**config.mk**
```make
export PLATFORM = sky130hd
export DESIGN_NAME = bpsc_cell
export DESIGN_NICKNAME = d
export VERILOG_FILES = /design/src/design/bpsc_pkg.sv /design/src/design/bpsc_cell.sv
export SDC_FILE = /design/constraint.sdc
export NUM_CORES = 1
export LEC_CHECK = 0
export ABC_AREA = 1
export BUFFER_PORTS_ARGS = -buffer_cell sky130_fd_sc_hd__buf_2
export CORE_ASPECT_RATIO = 1.2
export CORE_MARGIN = 1
export CORE_UTILIZATION = 45
export CTS_BUF_LIST = sky130_fd_sc_hd__clkbuf_4 sky130_fd_sc_hd__clkbuf_8 sky130_fd_sc_hd__clkbuf_16
export DETAILED_ROUTE_END_ITERATION = 16
export PLACE_DENSITY = 0.69
export REMOVE_ABC_BUFFERS = 1
export SLEW_MARGIN = 25
export SYNTH_ARGS = -nofsm -noshare
export SYNTH_HDL_FRONTEND = slang
export SYNTH_SLANG_ARGS = --single-unit
```
**constraint.sdc**
```tcl
create_clock -name i_clk -period 10.2 [get_ports i_clk]
set_input_delay 1.53 -clock i_clk [delete_from_list [all_inputs] [get_ports i_clk]]
set_output_delay 1.53 -clock i_clk [all_outputs]
set_load 0.02 [all_outputs]
```
**src/design/bpsc_pkg.sv**
```systemverilog
// bpsc_pkg: payload types, cell control and link structs, and key constants
// for the bst preorder stream checker; no dependencies
package bpsc_pkg;

    localparam int KEY_W = 32;

    localparam logic signed [KEY_W-1:0] INT_MIN = {1'b1, {(KEY_W-1){1'b0}}};

    typedef struct packed {
        logic signed [KEY_W-1:0] key_value;
        logic                    end_of_sequence;
    } t_bpsc_in;

    typedef struct packed {
        logic still_valid;
        logic stack_overflowed;
        logic final_verdict;
    } t_bpsc_out;

    // broadcast from the top level to every cell
    typedef struct packed {
        logic upd;
        logic clr;
    } t_bpsc_ctl;

    // handed from a cell to the one above it
    typedef struct packed {
        logic keep;
    } t_bpsc_link;

    // what each cell reports back to the top level
    typedef struct packed {
        logic                    occupied;
        logic                    boundary;
        logic signed [KEY_W-1:0] cand;
    } t_bpsc_tap;

endpackage

```
**src/design/bpsc_cell.sv**
```systemverilog
// bpsc_cell: one stack slot of the checker, holds a key and an occupied bit
// depends on bpsc_pkg
module bpsc_cell
    import bpsc_pkg::*;
(
    input  logic                    i_clk,
    input  logic                    i_rst_n,
    input  t_bpsc_ctl               i_ctl,
    input  logic signed [KEY_W-1:0] i_key,
    input  t_bpsc_link              i_below,
    output t_bpsc_link              o_above,
    output t_bpsc_tap               o_tap
);

    logic                    r_occ;
    logic signed [KEY_W-1:0] r_key;
    logic                    pop;
    logic                    keep;
    logic                    push;

    // stacked keys smaller than the new key leave together
    assign pop  = r_occ && (r_key < i_key);
    assign keep = r_occ && !pop;
    // new key lands in the lowest slot that is free after popping
    assign push = i_below.keep && !keep;

    assign o_above.keep   = keep;
    assign o_tap.occupied = r_occ;
    // deepest popped slot sets the new bound
    assign o_tap.boundary = pop && i_below.keep;
    assign o_tap.cand     = (pop && i_below.keep) ? r_key : '0;

    always_ff @(posedge i_clk) begin
        if (!i_rst_n) begin
            r_occ <= 1'b0;
        end else if (i_ctl.clr) begin
            r_occ <= 1'b0;
        end else if (i_ctl.upd) begin
            r_occ <= keep || push;
        end
    end

    always_ff @(posedge i_clk) begin
        if (i_ctl.upd && push) begin
            r_key <= i_key;
        end
    end

endmodule

```
==> run summary <==
First-pass GRT wire length = 6130 µm
Worst voltage drop across the vdd grid = 77.2 µV
Element type at the critical path end = primary output
Largest net degree at the start of global routing = 34
Critical Path Fanout Max = 33
Pleak = 0.00157 µW
Area of the mapped netlist = 2180 µm²
Most common cell after layout, fill and taps aside = inv_1
Kind of path behind the tightest hold check = register to register
Portion of the post-synthesis area used by sequential elements = 44.9%
Fraction of the mapped netlist area in adder cells = 17.8%
Basic-gate share of the synthesized area counting and, or, nand and nor cells = 17.7%
Synthesis-to-finish area growth = 22.2%
Outcome = finished clean
Number of detailed-route iterations in the first pass = 4
Power share of the combinational group = 15.2%
Grt total ovfl = 0
CTS buffer count = 5
Portion of netlist area occupied by mux cells = 0%
Drc violations = 0
Switching part of the total = 24.9%
Endpoints failing hold = 0
Total via count after detailed routing = 1686
Detailed placement HPWL = 2900 µm
CTS Hold Buffers Added = 0
Total number of yosys warnings = 0
Boundary pin count = 72
Clock Sinks = 33
Antenna Violating Nets Remaining = 0
PortBufs = 71
Post-DR wirelength/cell = 9.87 µm
Post-detailed-placement cell area = 2580 µm²
DP Cell Count = 374
Post-CTS setup buffers = 0
Post-synthesis instance total = 249
Accumulated negative setup slack = 0 ps
Relative contribution of the clock network to total power = 33.3%
Clock tree skew after final layout = 4.39 ps
TritonCTS clock tree = built
Largest family of logic cells by synthesized area = adder cells
Finish-stage setup viols = 0
Cell-internal power = 232 µW
Seq cells post-synth = 33
Maximum capacitance violations = 0
Initial antenna violation count = 0
Antenna diode instance count = 0
Ratio of final minimum period to clock period = 49.3%
Commonest cells after routing, fill and taps aside = inv_1, buf_2, nand2_1
Clock transition at path regs = 70 ps
Total routing resource utilization after global routing = 15.8%
Post-layout instance count excluding filler cells = 382
Max-slew violations = 0
H-tree levels = 2
Minimum clock period after layout = 5030 ps
Initial core utilization = 47.2%
Gp weighted congestion = 0.759
Die boundary width = 65.6 µm
Fmax = 199 MHz
Clock network latency to the later pin of the worst-skew pair = 280 ps
Setup repair after global routing missed its margin = no
Ratio of cells with drive above 1 in the final layout = 29.3%
Count of instances resized after the clock tree is built = 0
Crit path required time = 8670 ps
Transition time at the pin with the least slew margin = 926 ps
Post-DR vias/cell = 4.41
Die Footprint = 5140 µm²
Finished Cell Area = 2670 µm²
Maximum clock path buffer count = 2
Relative max-transition margin = 38.1%
Total detailed-routing wirelength = 3770 µm
Die height = 78.3 µm
Post-Syn Area per Cell = 8.77 µm²
Power dissipated by switching net loads = 76.8 µW
Count of cell types in the netlist = 21
Power per cell area = 116 nW/µm²
Nets = 391
Worst setup path class = input pin to primary output
Number of global-route vias before repair = 1510
Proportion of power drawn by flip-flops and latches = 51.6%
Area fraction in compound gates after synthesis = 4.87%
Total number of placement rows = 27
Drt first-iter violations = 32
Area of the core = 4630 µm²
Arrival time of the worst setup path = 3500 ps
Root buffer selected by CTS = clkbuf_8
Xor and xnor fraction of the mapped netlist area = 0%
Startpoint type of the worst setup path = input pin
## synth_stat cells, drive strengths merged
cell | count | share of area, %
nor2 | 42 | 8.5
ha | 31 | 18
a21oi | 15 | 3.6
dfxtp | 1 | 0.92
inv | 75 | 13
edfxtp | 32 | 44
nor3b | 1 | 0.34
nand3 | 6 | 1.9
nand4 | 1 | 0.29
nor3 | 2 | 0.69
o21ai | 4 | 0.92
nand2 | 34 | 6.0
o21a | 1 | 0.34
buf | 4 | 1.9
## area by class of cell
cell class | instances | area, µm²
Fill cell | 408 | 1960
Sequential cell | 33 | 981
Multi-Input combinational cell | 137 | 888
Timing Repair Buffer | 71 | 355
Inverter | 75 | 282
Clock buffer | 8 | 91.3
Tap cell | 58 | 72.6
## metal layers
metal	vias up	GRT usage (%)	share of wire (%)
met1	721	18.8	45
met4	0	7.61	2.2
met5	-	0	0
met3	7	3.34	4.1
met2	40	26.5	48
li1	918	-	-
## flip-flops by register name, indices dropped and copies added (netlist names)
signal  flops
r_key      32
r_occ       1
## logic make-up (layout without fill, tap and decap cells)
logic type | Yosys count | in the layout
AO/OA/AOI/OAI | 20 | 20
adder cells (fa/ha/maj) | 31 | 31
AND/OR/NAND/NOR | 86 | 86
buffers and inverters | 79 | 154
flip-flops | 33 | 33
## power by group through the flow
stage | sequential [µW] | combinational, µW | clock [µW]
CTS | 159 | 48.0 | 107
finish | 159 | 46.9 | 103
detailed placement | 162 | 47.6 | 0
floorplan | 162 | 30.9 | 0
global placement | 162 | 46.8 | 0
global route | 160 | 55.1 | 111
## per-stage QoR
step	setup WS [ps]	hold slack, ps	power, µW	utilization [%]
2_1_floorplan	5480	692	193	-
4_1_cts	5130	650	314	57.7
3_5_place_dp	5160	639	210	55.7
3_3_place_gp	5150	641	209	55.7
5_1_grt	4910	726	326	57.7
6_report	5170	642	309	57.7
## worst max-delay path, stage by stage
cell and delay, ps:
buf_2 90, inv_1 40, ha_1 310, a21oi_2 130, nor2_1 50, nor2_1 80, nand3_1 100, a21oi_1 180
nand3_1 130, nand2_2 100, nand3_4 330, nor2_2 210, buf_2 190
## final timing paths
kind                   from   endpoint  slack [ps]  depth (start not counted)
setup / recovery  i_key[21]   o_tap[7]        5170                         13
hold reg to reg       r_occ      r_occ         640                          4
hold / removal        r_occ      r_occ         640                          4
setup reg to reg  r_key[21]  r_key[19]        7470                         10
No activity file was read; power rests on OpenSTA's default activity.
